--- src/hdl/six_channel_moving_average_macros.svh ---
// Assertion helpers shared by the filter RTL.
`ifndef SIX_CHANNEL_MOVING_AVERAGE_MACROS_SVH
`define SIX_CHANNEL_MOVING_AVERAGE_MACROS_SVH

// Same-cycle implication, checked on the rising edge outside reset.
`define SCMA_ASSERT_NOW(label, clk, rst_n, ante, cons) \
    label: assert property (@(posedge clk) disable iff (!(rst_n)) (ante) |-> (cons)) \
        else $error("scma assertion failed");

// Next-cycle implication, checked on the rising edge outside reset.
`define SCMA_ASSERT_NEXT(label, clk, rst_n, ante, cons) \
    label: assert property (@(posedge clk) disable iff (!(rst_n)) (ante) |=> (cons)) \
        else $error("scma assertion failed");

`endif

--- src/hdl/scma_pkg.sv ---
`timescale 1ns / 1ps

package scma_pkg;

    localparam int WINDOW_LEN = 10;
    localparam int CHANNELS   = 6;
    localparam int SAMPLE_W   = 16;
    // Running sum holds WINDOW_LEN full-scale samples plus a sign bit.
    localparam int SUM_W      = SAMPLE_W + $clog2(WINDOW_LEN) + 1;
    localparam int MAG_W      = SUM_W - 1;

    // Divide by WINDOW_LEN as multiply by a rounded-up reciprocal and shift.
    // Exact for every magnitude below 2**MAG_W.
    localparam int RECIP_SHIFT = MAG_W + $clog2(WINDOW_LEN);
    localparam int RECIP_W     = MAG_W + 1;
    localparam longint unsigned RECIP_FULL =
        ((64'd1 << RECIP_SHIFT) + 64'(WINDOW_LEN) - 64'd1) / 64'(WINDOW_LEN);
    localparam logic [RECIP_W-1:0] RECIP = RECIP_W'(RECIP_FULL);
    localparam int PROD_W = MAG_W + RECIP_W;

    typedef logic signed [SAMPLE_W-1:0] t_sample;
    typedef logic signed [SUM_W-1:0]    t_sum;
    typedef logic [MAG_W-1:0]           t_mag;
    typedef logic [PROD_W-1:0]          t_prod;
    typedef logic [SAMPLE_W-1:0]        t_quo;

    typedef struct packed {
        logic load_prod;
        logic load_avg;
    } t_div_ctl;

endpackage

--- src/hdl/scma_divide.sv ---
`timescale 1ns / 1ps

// Signed divide by the window length, truncating toward zero.
// Stage one: magnitude times reciprocal. Stage two: shift and restore sign.
module scma_divide (
    input  logic               i_clk,
    input  scma_pkg::t_div_ctl i_ctl,
    input  scma_pkg::t_sum     i_sum,
    output scma_pkg::t_sample  o_avg
);

    scma_pkg::t_sum    w_abs;
    scma_pkg::t_mag    w_mag;
    scma_pkg::t_prod   n_prod;
    scma_pkg::t_prod   r_prod;
    logic              r_neg;
    scma_pkg::t_quo    w_quo;
    scma_pkg::t_sample n_avg;
    scma_pkg::t_sample r_avg;

    always_comb begin
        w_abs  = i_sum[scma_pkg::SUM_W-1] ? -i_sum : i_sum;
        w_mag  = w_abs[scma_pkg::MAG_W-1:0];
        n_prod = {{(scma_pkg::PROD_W-scma_pkg::MAG_W){1'b0}}, w_mag} * scma_pkg::RECIP;
    end

    always_comb begin
        w_quo = r_prod[scma_pkg::RECIP_SHIFT +: scma_pkg::SAMPLE_W];
        n_avg = r_neg ? scma_pkg::t_sample'(-w_quo) : scma_pkg::t_sample'(w_quo);
    end

    always_ff @(posedge i_clk) begin
        if (i_ctl.load_prod) begin
            r_prod <= n_prod;
            r_neg  <= i_sum[scma_pkg::SUM_W-1];
        end
        if (i_ctl.load_avg) begin
            r_avg <= n_avg;
        end
    end

    assign o_avg = r_avg;

endmodule
--- config.mk ---
export PLATFORM = sky130hd
export DESIGN_NAME = scma_divide
export DESIGN_NICKNAME = d
export VERILOG_FILES = /design/src/hdl/six_channel_moving_average_macros.svh /design/src/hdl/scma_pkg.sv /design/src/hdl/scma_divide.sv
export SDC_FILE = /design/constraint.sdc
export NUM_CORES = 1
export LEC_CHECK = 0
export BUFFER_PORTS_ARGS = -buffer_cell sky130_fd_sc_hd__buf_2
export CAP_MARGIN = 20
export CORE_UTILIZATION = 31
export DETAILED_ROUTE_END_ITERATION = 8
export PLACE_DENSITY = 0.43
export SLEW_MARGIN = 25
export SYNTH_ARGS = -nofsm -noshare
export SYNTH_HDL_FRONTEND = slang
export SYNTH_SLANG_ARGS = --single-unit
export TNS_END_PERCENT = 10
--- constraint.sdc ---
create_clock -name i_clk -period 11 [get_ports i_clk]
set_input_delay 3.3 -clock i_clk [delete_from_list [all_inputs] [get_ports i_clk]]
set_output_delay 3.3 -clock i_clk [all_outputs]
set_load 0.03 [all_outputs]
==> results.json <==
{
  "placed_cell_area_mm2": 0.00976,
  "drt_iter0_drc": 193,
  "seq_area_frac_synth": 0.111,
  "core_mm2": 0.0281,
  "cp_max_fo": 5,
  "synth-xor-area-share": 0.0665,
  "area_delta_synth_final_pct": 10.4,
  "start_util": 0.319,
  "cp-end-kind": "flip-flop",
  "cp.required_ns": 11.01,
  "globalplace.congestion": 0.833,
  "grt_first_pass_wirelength_um": 35400,
  "final_max_slew_viol_count": 0,
  "crit_type": "input pin to flip-flop",
  "synth_edf_count": 33,
  "synth_compound_area_frac": 0.0951,
  "crit_path_start_kind": "input pin",
  "synthAdderAreaFrac": 0.572,
  "syn_area_per_cell_um2": 10.1,
  "ant_nets": 0,
  "fin_ws_ns": 0.457,
  "rsz0062_at_grt": "false",
  "dp_slack_ns": -0.0164,
  "crit_path_frequent_cell": "fa_1",
  "postCtsSetupBuffers": 0,
  "slowest_delay_ns": 0.56,
  "final_cell_mix": "inv_1, ha_1, fa_1",
  "synth_cell_types": 51,
  "yosys.area_share.simple": 0.0595,
  "antenna_cells": 0,
  "final_common_cell": "inv_1",
  "grt_overflow": 0,
  "ys_seq_elements": 33,
  "clk_latency_ns": 0.27,
  "cts_buffer_depth": 2,
  "clock.fmax_ghz": 0.0949,
  "use_met3": 0.0151,
  "setup_viol": 0,
  "finish.instance_area_mm2": 0.00990,
  "fin_crit_ns": 10.54,
  "die_width_um": 172,
  "final_nets": 1301,
  "synth_top_family_by_area": "adder cells",
  "synth_top_area_cell": "fa_1",
  "dieArea_mm2": 0.0296,
  "worstPathArrival_ns": 10.55,
  "wl_per_cell_um": 16.7,
  "synth_flop_cell": "edfxtp_1",
  "drive_gt1_frac": 0.0812,
  "cts_hold_buf": 0,
  "worst_pin_slew_ns": 0.992,
  "num_rows": 61,
  "via_per_inst": 4.53,
  "synthesis.nets": 1242,
  "clkTransAtPathRegs_ns": 0.05,
  "yosysTopAreaCellShare": 0.302,
  "cts_tree": "done",
  "synth_cells": 889,
  "antenna_found_initial": 0,
  "final.period_utilization": 0.958,
  "grt_busiest_layer": "met2",
  "grt.total_usage": 0.160,
  "ios": 40,
  "synth_mux_area_frac": 0.00112,
  "path_buf_inv": 5,
  "hold_path_class": "flip-flop to flip-flop",
  "slowest_stage": "or4_4",
  "finClkSkew_ns": 0.00526,
  "max_cap_viol_count": 0,
  "slew_headroom": 0.334,
  "grt_use_met1": 0.231,
  "clock-sinks": 33,
  "dr.pass1.iters": 6,
  "grt_max_degree": 20,
  "drt-total-wl_um": 22200,
  "io_buffers": 39,
  "die_height_um": 172,
  "setup_tns_ns": 0,
  "syn-cell-area_mm2": 0.00896,
  "numCtsBuffers": 5,
  "outcome": "complete, no violations",
  "grt_pass1_vias": 6370,
  "root_buffer": "clkbuf_16",
  "use_met2": 0.264,
  "vias": 6005,
  "synthTopCellsByArea": "fa_1, ha_1, edfxtp_1",
  "critPathTopFamily": "adder cells",
  "async_flop_share": 0,
  "htree_levels": 2,
  "drc": 0,
  "ys_warn_count": 0,
  "dp_hpwl_um": 20200,
  "hold_viol": 0,
  "hold_slack_ns": 0.523
}
## layer usage
metal  part of all wire  routed length [µm]
met1               0.52               11500
met2               0.45               10100
met3              0.024                 534
met4             0.0051                 112
met5                  0                   0
## sequential cells by signal, indices dropped and copies added (netlist names)
name,flops
o_avg,16
r_prod,16
r_neg,1
## worst paths after layout
check / from / cells past startpoint / slack, ns / end
setup / recovery: i_sum[6] / 26 / 0.46 / r_prod[34]
hold / removal: r_prod[24] / 0 / 0.52 / o_avg[0]
setup reg to reg: r_prod[32] / 4 / 9.00 / o_avg[13]
hold reg to reg: r_prod[24] / 0 / 0.52 / o_avg[0]
## metrics by stage
stage / instances / utilization
after floorplan: 889 / -
after global placement: 1319 / 0.347
after detailed placement: 1319 / 0.347
after CTS: 1326 / 0.352
after global routing: 1326 / 0.352
final: 1326 / 0.352
## logic make-up after synthesis
| logic type | Yosys count |
|---|---|
| AND/OR/NAND/NOR | 110 |
| buffers and inverters | 226 |
| adder cells (fa/ha/maj) | 329 |
| AO/OA/AOI/OAI | 122 |
| multiplexers | 1 |
| XOR/XNOR | 68 |
| flip-flops | 33 |
## synthesized netlist by cell type, types with 2 or more instances
| master | n |
|---|---|
| or4_4 | 2 |
| o21ai_0 | 22 |
| o211ai_1 | 2 |
| edfxtp_1 | 33 |
| a31oi_1 | 4 |
| nand2_1 | 33 |
| nor2_1 | 28 |
| a21oi_1 | 32 |
| or4_1 | 2 |
| a211o_1 | 2 |
| nand2b_1 | 5 |
| nand4b_1 | 2 |
| fa_1 | 135 |
| nor3_1 | 8 |
| a31o_2 | 2 |
| or2_2 | 2 |
| a21boi_0 | 4 |
| and2_1 | 2 |
| inv_1 | 218 |
| nand3_1 | 8 |
| a311o_1 | 2 |
| xor2_1 | 25 |
| ha_1 | 194 |
| and3_1 | 4 |
| o41ai_1 | 4 |
| o31ai_1 | 5 |
| xnor2_1 | 43 |
| a311oi_1 | 3 |
| nor2b_1 | 3 |
| a21o_1 | 16 |
| clkbuf_1 | 6 |
| nor4_1 | 3 |
| nand4_1 | 7 |
| o21a_1 | 9 |
| o21bai_1 | 2 |
| a211oi_1 | 2 |
## cell type report
class,count,area [µm²]
sequential,33,991
timing repair buffer,60,353
clock inverter,1,3.75
multi-input combinational,630,7130
inverter,218,818
clock buffer,6,129
fill,2943,18200
tap,378,473
## what timing repair did
action | 4_1_cts | 5_1_grt
endpoints found under the hold margin | 0 | 0
gates resized for setup | 0 | 1
setup endpoints to repair | 0 | 2
Power is not shown: default switching activity piles up to over one toggle a cycle in this logic, so the estimate is an artifact.
