### config.mk
export PLATFORM = sky130hd
export DESIGN_NAME = scma_window
export DESIGN_NICKNAME = d
export VERILOG_FILES = /design/src/hdl/six_channel_moving_average_macros.svh /design/src/hdl/scma_pkg.sv /design/src/hdl/scma_window.sv
export SDC_FILE = /design/constraint.sdc
export NUM_CORES = 1
export LEC_CHECK = 0
export BUFFER_PORTS_ARGS = -buffer_cell sky130_fd_sc_hd__buf_2
export CAP_MARGIN = 10
export CORE_ASPECT_RATIO = 1.2
export CORE_MARGIN = 2
export CORE_UTILIZATION = 55
export CTS_CLUSTER_SIZE = 16
export DETAILED_ROUTE_END_ITERATION = 7
export GPL_TIMING_DRIVEN = 1
export PLACE_DENSITY = 0.75
export SLEW_MARGIN = 20
export SYNTH_ARGS = -nofsm -noshare
export SYNTH_HDL_FRONTEND = slang
export SYNTH_SLANG_ARGS = --single-unit
### constraint.sdc
create_clock -name i_clk -period 3.4 [get_ports i_clk]
set_clock_uncertainty 0.15 [all_clocks]
set_input_delay 0.17 -clock i_clk [delete_from_list [all_inputs] [get_ports i_clk]]
set_output_delay 0.17 -clock i_clk [all_outputs]
set_load 0.005 [all_outputs]
### src/hdl/six_channel_moving_average_macros.svh
// Assertion helpers shared by the filter RTL.
`ifndef SIX_CHANNEL_MOVING_AVERAGE_MACROS_SVH
`define SIX_CHANNEL_MOVING_AVERAGE_MACROS_SVH

// Same-cycle implication, checked on the rising edge outside reset.
`define SCMA_ASSERT_NOW(label, clk, rst_n, ante, cons) \
    label: assert property (@(posedge clk) disable iff (!(rst_n)) (ante) |-> (cons)) \
        else $error("scma assertion failed");

// Next-cycle implication, checked on the rising edge outside reset.
`define SCMA_ASSERT_NEXT(label, clk, rst_n, ante, cons) \
    label: assert property (@(posedge clk) disable iff (!(rst_n)) (ante) |=> (cons)) \
        else $error("scma assertion failed");

`endif

### src/hdl/scma_pkg.sv
`timescale 1ns / 1ps

package scma_pkg;

    localparam int WINDOW_LEN = 10;
    localparam int CHANNELS   = 6;
    localparam int SAMPLE_W   = 16;
    // Running sum holds WINDOW_LEN full-scale samples plus a sign bit.
    localparam int SUM_W      = SAMPLE_W + $clog2(WINDOW_LEN) + 1;
    localparam int MAG_W      = SUM_W - 1;

    // Divide by WINDOW_LEN as multiply by a rounded-up reciprocal and shift.
    // Exact for every magnitude below 2**MAG_W.
    localparam int RECIP_SHIFT = MAG_W + $clog2(WINDOW_LEN);
    localparam int RECIP_W     = MAG_W + 1;
    localparam longint unsigned RECIP_FULL =
        ((64'd1 << RECIP_SHIFT) + 64'(WINDOW_LEN) - 64'd1) / 64'(WINDOW_LEN);
    localparam logic [RECIP_W-1:0] RECIP = RECIP_W'(RECIP_FULL);
    localparam int PROD_W = MAG_W + RECIP_W;

    typedef logic signed [SAMPLE_W-1:0] t_sample;
    typedef logic signed [SUM_W-1:0]    t_sum;
    typedef logic [MAG_W-1:0]           t_mag;
    typedef logic [PROD_W-1:0]          t_prod;
    typedef logic [SAMPLE_W-1:0]        t_quo;

    typedef struct packed {
        logic load_prod;
        logic load_avg;
    } t_div_ctl;

endpackage

### src/hdl/scma_window.sv
`timescale 1ns / 1ps

// One channel: sample shift line and its running sum.
module scma_window (
    input  logic              i_clk,
    input  logic              i_rst_n,
    input  logic              i_shift,
    input  scma_pkg::t_sample i_sample,
    output scma_pkg::t_sum    o_sum
);

    scma_pkg::t_sample r_taps [scma_pkg::WINDOW_LEN];
    scma_pkg::t_sum    r_sum;
    scma_pkg::t_sum    n_sum;

    // Add the newest sample, drop the oldest one leaving the line.
    always_comb begin
        n_sum = r_sum + scma_pkg::t_sum'(i_sample)
                      - scma_pkg::t_sum'(r_taps[scma_pkg::WINDOW_LEN-1]);
    end

    always_ff @(posedge i_clk) begin
        if (!i_rst_n) begin
            for (int k = 0; k < scma_pkg::WINDOW_LEN; k++) begin
                r_taps[k] <= '0;
            end
            r_sum <= '0;
        end else if (i_shift) begin
            r_taps[0] <= i_sample;
            for (int k = 1; k < scma_pkg::WINDOW_LEN; k++) begin
                r_taps[k] <= r_taps[k-1];
            end
            r_sum <= n_sum;
        end
    end

    assign o_sum = r_sum;

endmodule

==> flow_metrics.py, run 1 <==
metrics = {
    "die": {
        "dieArea_um2": 16100,
        "initial_core_util_pct": 55.7,
        "pin_count": 40,
        "die_h_um": 139,
        "placement_rows": 49,
        "coreArea_um2": 14900,
        "die_w_um": 116,
    },
    "timing": {
        "drv_slew": 0,
        "post-route-period-util_pct": 98.7,
        "rsz0062_at_grt": "yes",
        "report.final.hold_viol_count": 0,
        "period_needed_ps": 3350,
        "maxSlewHeadroom_pct": 40.4,
        "max_freq_mhz": 298,
        "tightest_slew_ps": 894,
        "setup_viol": 0,
        "tns_ps": 0,
    },
    "final_layout": {
        "areaGrowthSynthToFinish_pct": 13.3,
        "antenna_cells": 0,
        "nets": 760,
        "layout_common_cells": "edfxtp_1 (160), and3_1 (145), inv_1 (78)",
        "layout_commonest_cell": "edfxtp_1",
        "fin_area_um2": 9400,
        "drive_above_1_share_pct": 14.6,
    },
    "worst_setup_path": {
        "worstPathMaxFanout": 4,
        "critical_path_class": "reg -> reg",
        "slowest_stage": "or4_1",
        "worstPathArrival_ps": 3500,
        "path_cells": "inv_1 -> ha_1 -> inv_1 -> ha_2 -> inv_2 -> fa_2 -> and2b_1 -> o2111ai_2 -> a21oi_2 -> a21oi_2 -> or4_4 -> a41o_1 -> or4_1",
        "r2r_cells": 13,
        "critPathMaxStageDelay_ps": 460,
        "cp-start-kind": "flop",
        "required_ps": 3550,
        "cp-end-kind": "flop",
    },
    "yosys": {
        "ys_seq_area_share_pct": 62.9,
        "ys.flop_type": "edfxtp_1",
        "async_flop_share_pct": 0,
        "synth_area_leaders": "edfxtp_1 (58%), and3_1 (11%), dfxtp_1 (5.1%)",
        "yosysTopAreaCell": "edfxtp_1",
        "synthCells": 656,
        "yosysTopAreaCellShare_pct": 57.9,
        "synth_fp_nets": 717,
        "synth_edf_count": 160,
        "synth-seq-cells": 181,
        "syn_avg_cell_area_um2": 12.7,
        "ys_types": 47,
        "ys_warn_count": 0,
        "syn-cell-area_um2": 8300,
    },
    "drt": {
        "via_count": 4995,
        "drc": 0,
        "drtPass1Iterations": 4,
        "wl_um": 15400,
        "viasPerCell": 5.45,
        "wl_per_cell_um": 16.8,
        "ant_nets": 0,
        "drt_iter0_markers": 392,
    },
    "place": {
        "hpwl_um": 9750,
        "place_congestion": 0.900,
        "numPortBuffers": 39,
        "dpl_cell_area_um2": 8760,
    },
    "power_and_ir_drop": {
        "p_leak_nw": 4.45,
        "power.density_nw_per_um2": 729,
        "ir_worst_vdd_uv": 456,
    },
    "clock_tree": {
        "numCtsBuffers": 17,
        "htree_levels": 4,
        "cts.sinks": 181,
        "ctsRootBufferMaster": "clkbuf_16",
        "cts_tree": "built",
        "clock_path_buffers": 2,
        "clk-insertion-delay-late_ps": 420,
        "path_clk_slew_ps": 70,
    },
    "run": {
        "maxCapViolCount": 0,
    },
    "global_route": {
        "overflow": 0,
        "track_usage_pct": 20.3,
        "grt_pass1_wl_um": 25000,
        "grt_max_degree": 114,
        "antenna_found_initial": 0,
        "grt_pass1_vias": 5061,
    },
    "status": {
        "outcome": "complete, no violations",
    },
    "min_path": {
        "min_path_cells": 3,
        "min_path_type": "in -> reg",
    },
}
layout make-up:
| cell class | count | area, µm² |
|---|---|---|
| tap | 204 | 255 |
| clock inverter | 13 | 114 |
| multi-input combinational | 353 | 2630 |
| fill | 1148 | 5500 |
| clock buffer | 19 | 443 |
| timing repair buffer | 66 | 430 |
| sequential | 181 | 5230 |
| inverter | 80 | 305 |
registers in the layout (all words and copies together) (netlist names):
register  count
r_taps      160
o_sum        21
logic make-up (layout without fill, tap and decap cells):
logic type	after synthesis	count (layout)	synth area share (%)
simple gates	222	222	15.3
flops	181	181	62.9
buf+inv	122	178	5.52
compound gates	63	63	5.20
fa+ha+maj	42	42	8.14
xor+xnor	17	17	1.79
mux	9	9	1.09
path summary, 6_finish.rpt:
path	end	start	slack, ps
worst min register to register	o_sum[10]$_SDFFE_PN0P_	o_sum[10]$_SDFFE_PN0P_	370
worst min-delay path	r_taps[0][6]$_SDFFCE_PN0P_	i_sample[6]	30
worst max-delay path	o_sum[20]$_SDFFE_PN0P_	o_sum[0]$_SDFFE_PN0P_	50
worst max register to register	o_sum[20]$_SDFFE_PN0P_	o_sum[0]$_SDFFE_PN0P_	50
synthesized netlist by cell type (2+ instances only):
master and number:
a31oi_1 3, o21ai_0 8, o21bai_1 4, inv_1 79, xnor2_1 8, nor2b_1 2, nor3b_1 3, and3_1 145
dfxtp_1 21, clkbuf_1 42, nor2_1 37, xor2_1 9, a21o_1 4, nor3_1 2, fa_1 20, o2111ai_1 2
a21oi_1 13, nand4_1 4, a21oi_2 2, edfxtp_1 160, mux2i_1 9, a211oi_1 5, and2_1 2, nand3_1 6
nand2_1 14, ha_1 22, o22ai_1 8, o21a_1 3
through the flow:
step                      power (mW)  setup WS (ps)  utilization (%)  hold slack (ps)  instances
after global placement          4.97          -1.74             58.8              348        876
after floorplan                 4.37           12.3                -              242        656
after detailed placement        5.01          -96.2             58.8              355        876
after CTS                       6.90           11.1             63.1             14.3        916
final                           6.85           45.1             63.1             29.7        916
after global routing            7.27          -68.4             63.1             36.6        916
power by group:
group          internal (mW)  total [mW]  switching, mW
clock                  0.979        1.86          0.880
combinational          0.975        2.24           1.27
sequential              2.65        2.75          0.103
total                   4.61        6.85           2.25
worst max-delay path, delay by kind of cell (launching register included):
kind / cells / cell delay [ps]
flip-flops: 1 / 330
AND/OR/NAND/NOR: 3 / 1140
buffers and inverters: 3 / 140
adder cells (fa/ha/maj): 3 / 850
AO/OA/AOI/OAI: 4 / 620
routing by layer:
metal / global-route usage, % / wire length, µm
met1: 27.6 / 6980
met5: 0 / 0
met2: 32.1 / 7550
met4: 8.33 / 346
met3: 3.93 / 474
repair_timing:
| action | 4_1_cts | 5_1_grt |
|---|---|---|
| gates resized for setup | 5 | 0 |
| hold endpoints to repair | 6 | 0 |
| buffers inserted | 2 | 0 |
| pin swaps | 7 | 2 |
| setup endpoints to repair | 1 | 1 |
| hold buffers | 6 | 0 |
Power figures use the tool's default switching activity.
==> run 2: changes to the inputs <==
- CORE_ASPECT_RATIO: 1.2 -> default
==> run 2 against run 1 <==
Net effect:
- combinational power increased by 2%
- fmax decreased by 1.0%
- sequential power about the same
- clock power increased by 3%
- largest power group unchanged
- first-iteration DRC count increased by 24%
- worst setup slack got worse by 35 ps
- wire length decreased by 0.35%
- sequential share of layout area decreased by 0.27 points
- cell area increased by 0.49%
- critical path type is now in -> reg
- count of clock-buffer cells in the layout decreased by 2
- global-route usage decreased by 0.41 points
- largest cell class unchanged
==> flow_metrics.py, run 2 (same netlist as run 1, synthesis figures left out) <==
metrics = {
    "die": {
        "die_h_um": 127,
        "dieArea_um2": 16100,
        "pin_count": 40,
        "placement_rows": 44,
        "initial_core_util_pct": 56.7,
        "die_w_um": 127,
        "coreArea_um2": 14600,
    },
    "timing": {
        "tightest_slew_ps": 1040,
        "setup_viol": 0,
        "drv_slew": 0,
        "hold_ws_ps": 8.17,
        "report.final.hold_viol_count": 0,
        "rsz0062_at_grt": "yes",
        "max_freq_mhz": 295,
        "maxSlewHeadroom_pct": 31.0,
        "post-route-period-util_pct": 99.7,
        "final.setup.worst_slack_ps": 10.2,
        "tns_ps": 0,
        "period_needed_ps": 3390,
    },
    "drt": {
        "drt_iter0_markers": 488,
        "viasPerCell": 5.58,
        "drtPass1Iterations": 5,
        "ant_nets": 0,
        "wl_per_cell_um": 17.0,
        "wl_um": 15300,
        "via_count": 5032,
        "drc": 0,
    },
    "global_route": {
        "grt_pass1_wl_um": 24900,
        "grt_pass1_vias": 5058,
        "grt_max_degree": 150,
        "track_usage_pct": 19.9,
        "antenna_found_initial": 0,
        "overflow": 0,
    },
    "place": {
        "numPortBuffers": 39,
        "place_congestion": 0.869,
        "dpl_cell_area_um2": 8720,
        "pre_cts_slack_ps": -51.4,
        "hpwl_um": 9150,
    },
    "worst_setup_path": {
        "cp-start-kind": "input pin",
        "critical_path_class": "in -> reg",
        "slowest_stage": "dlygate4sd3_1",
        "cp-end-kind": "flop",
        "required_ps": 3560,
        "path_cells": "dlygate4sd3_1 -> buf_2 -> inv_1 -> fa_1 -> fa_2 -> and2b_1 -> o2111ai_2 -> a21oi_2 -> a21oi_2 -> or4_4 -> a41o_1 -> or4_1",
        "worstPathMaxFanout": 3,
        "crit_family": "simple AND/OR/NAND/NOR gates",
        "critPathMaxStageDelay_ps": 530,
        "crit_cells": 12,
        "crit_top_cell": "a21oi_2",
        "worstPathArrival_ps": 3550,
        "crit_buf_inv": 3,
        "r2r_cells": 12,
    },
    "power_and_ir_drop": {
        "p_leak_nw": 4.47,
        "ir_worst_vdd_uv": 455,
        "power.density_nw_per_um2": 734,
    },
    "run": {
        "maxCapViolCount": 0,
    },
    "final_layout": {
        "antenna_cells": 0,
        "top_register": "r_taps",
        "nets": 765,
        "areaGrowthSynthToFinish_pct": 13.8,
        "layout_common_cells": "edfxtp_1 (160), and3_1 (145), inv_1 (79)",
        "largest_register_ffs": 160,
        "fin_area_um2": 9450,
        "layout_commonest_cell": "edfxtp_1",
        "drive_above_1_share_pct": 14.2,
        "n_fill_cell": 1070,
        "finish.utilization_pct": 64.5,
    },
    "clock_tree": {
        "clk-insertion-delay-late_ps": 430,
        "cts_tree": "built",
        "ctsRootBufferMaster": "clkbuf_16",
        "clock_path_buffers": 2,
        "path_clk_slew_ps": 70,
        "htree_levels": 4,
        "numCtsBuffers": 17,
        "cts.sinks": 181,
    },
    "min_path": {
        "min_path_cells": 3,
        "min_path_type": "in -> reg",
    },
    "status": {
        "outcome": "complete, no violations",
    },
}
[run 2: cell types whose count changed in the layout (fill, tap and decap cells not counted), moves of 2 or more]
cell           before  now
buf_4              22   19
inv_8               1    3
dlygate4sd3_1       6   12
clkinvlp_4          2    4
inv_6               7    3
[run 2: routing by layer]
metal	routed length [µm]	vias to the layer above	share of wire (%)	GRT usage (%)
li1	-	2429	-	-
met1	7080	2499	46	27.1
met2	7370	82	48	30.8
met3	569	22	3.7	5.15
met4	281	0	1.8	7.76
met5	0	-	0	0
[run 2: power breakdown]
| group | internal (mW) | switching (mW) |
|---|---|---|
| Sequential | 2.65 | 0.0993 |
| Clock | 1.03 | 0.882 |
| Combinational | 0.980 | 1.30 |
[run 2: area by class of cell]
class	count	area, µm²	area share (%)
flip-flops and latches	181	5230	55.3
multi-input cells	353	2630	27.8
repair buffers	71	484	5.13
clock buffers	17	425	4.50
inverters	80	305	3.23
well taps	184	230	2.44
clock inverters	15	150	1.59
[run 2: path summary, 6_finish.rpt]
kind | start | to | slack [ps]
worst min register to register | o_sum[10]$_SDFFE_PN0P_ | o_sum[10]$_SDFFE_PN0P_ | 360
worst max-delay path | i_sample[1] | o_sum[20]$_SDFFE_PN0P_ | 10
worst min-delay path | i_sample[9] | r_taps[0][9]$_SDFFCE_PN0P_ | 8
worst max register to register | r_taps[4][16]$_SDFFCE_PN0P_ | o_sum[20]$_SDFFE_PN0P_ | 20
[run 2: repair_timing]
| item | in CTS | in global routing |
|---|---|---|
| hold endpoints to repair | 12 | 0 |
| gates resized for setup | 2 | 1 |
| hold buffers | 12 | 0 |
| setup buffers | 2 | 1 |
| endpoints found under the setup margin | 1 | 1 |
| pin swaps | 5 | 2 |
[run 2: worst min-delay path, delay by kind of cell]
family                 cells  cell delay, ps
buffers and inverters      2             160
AND/OR/NAND/NOR            1             130
[run 2: through the flow]
step	total power [mW]	std cells
floorplan	4.37	656
detailed placement	4.98	854
finish	6.94	901
global placement	4.93	854
global route	7.33	901
CTS	6.92	900
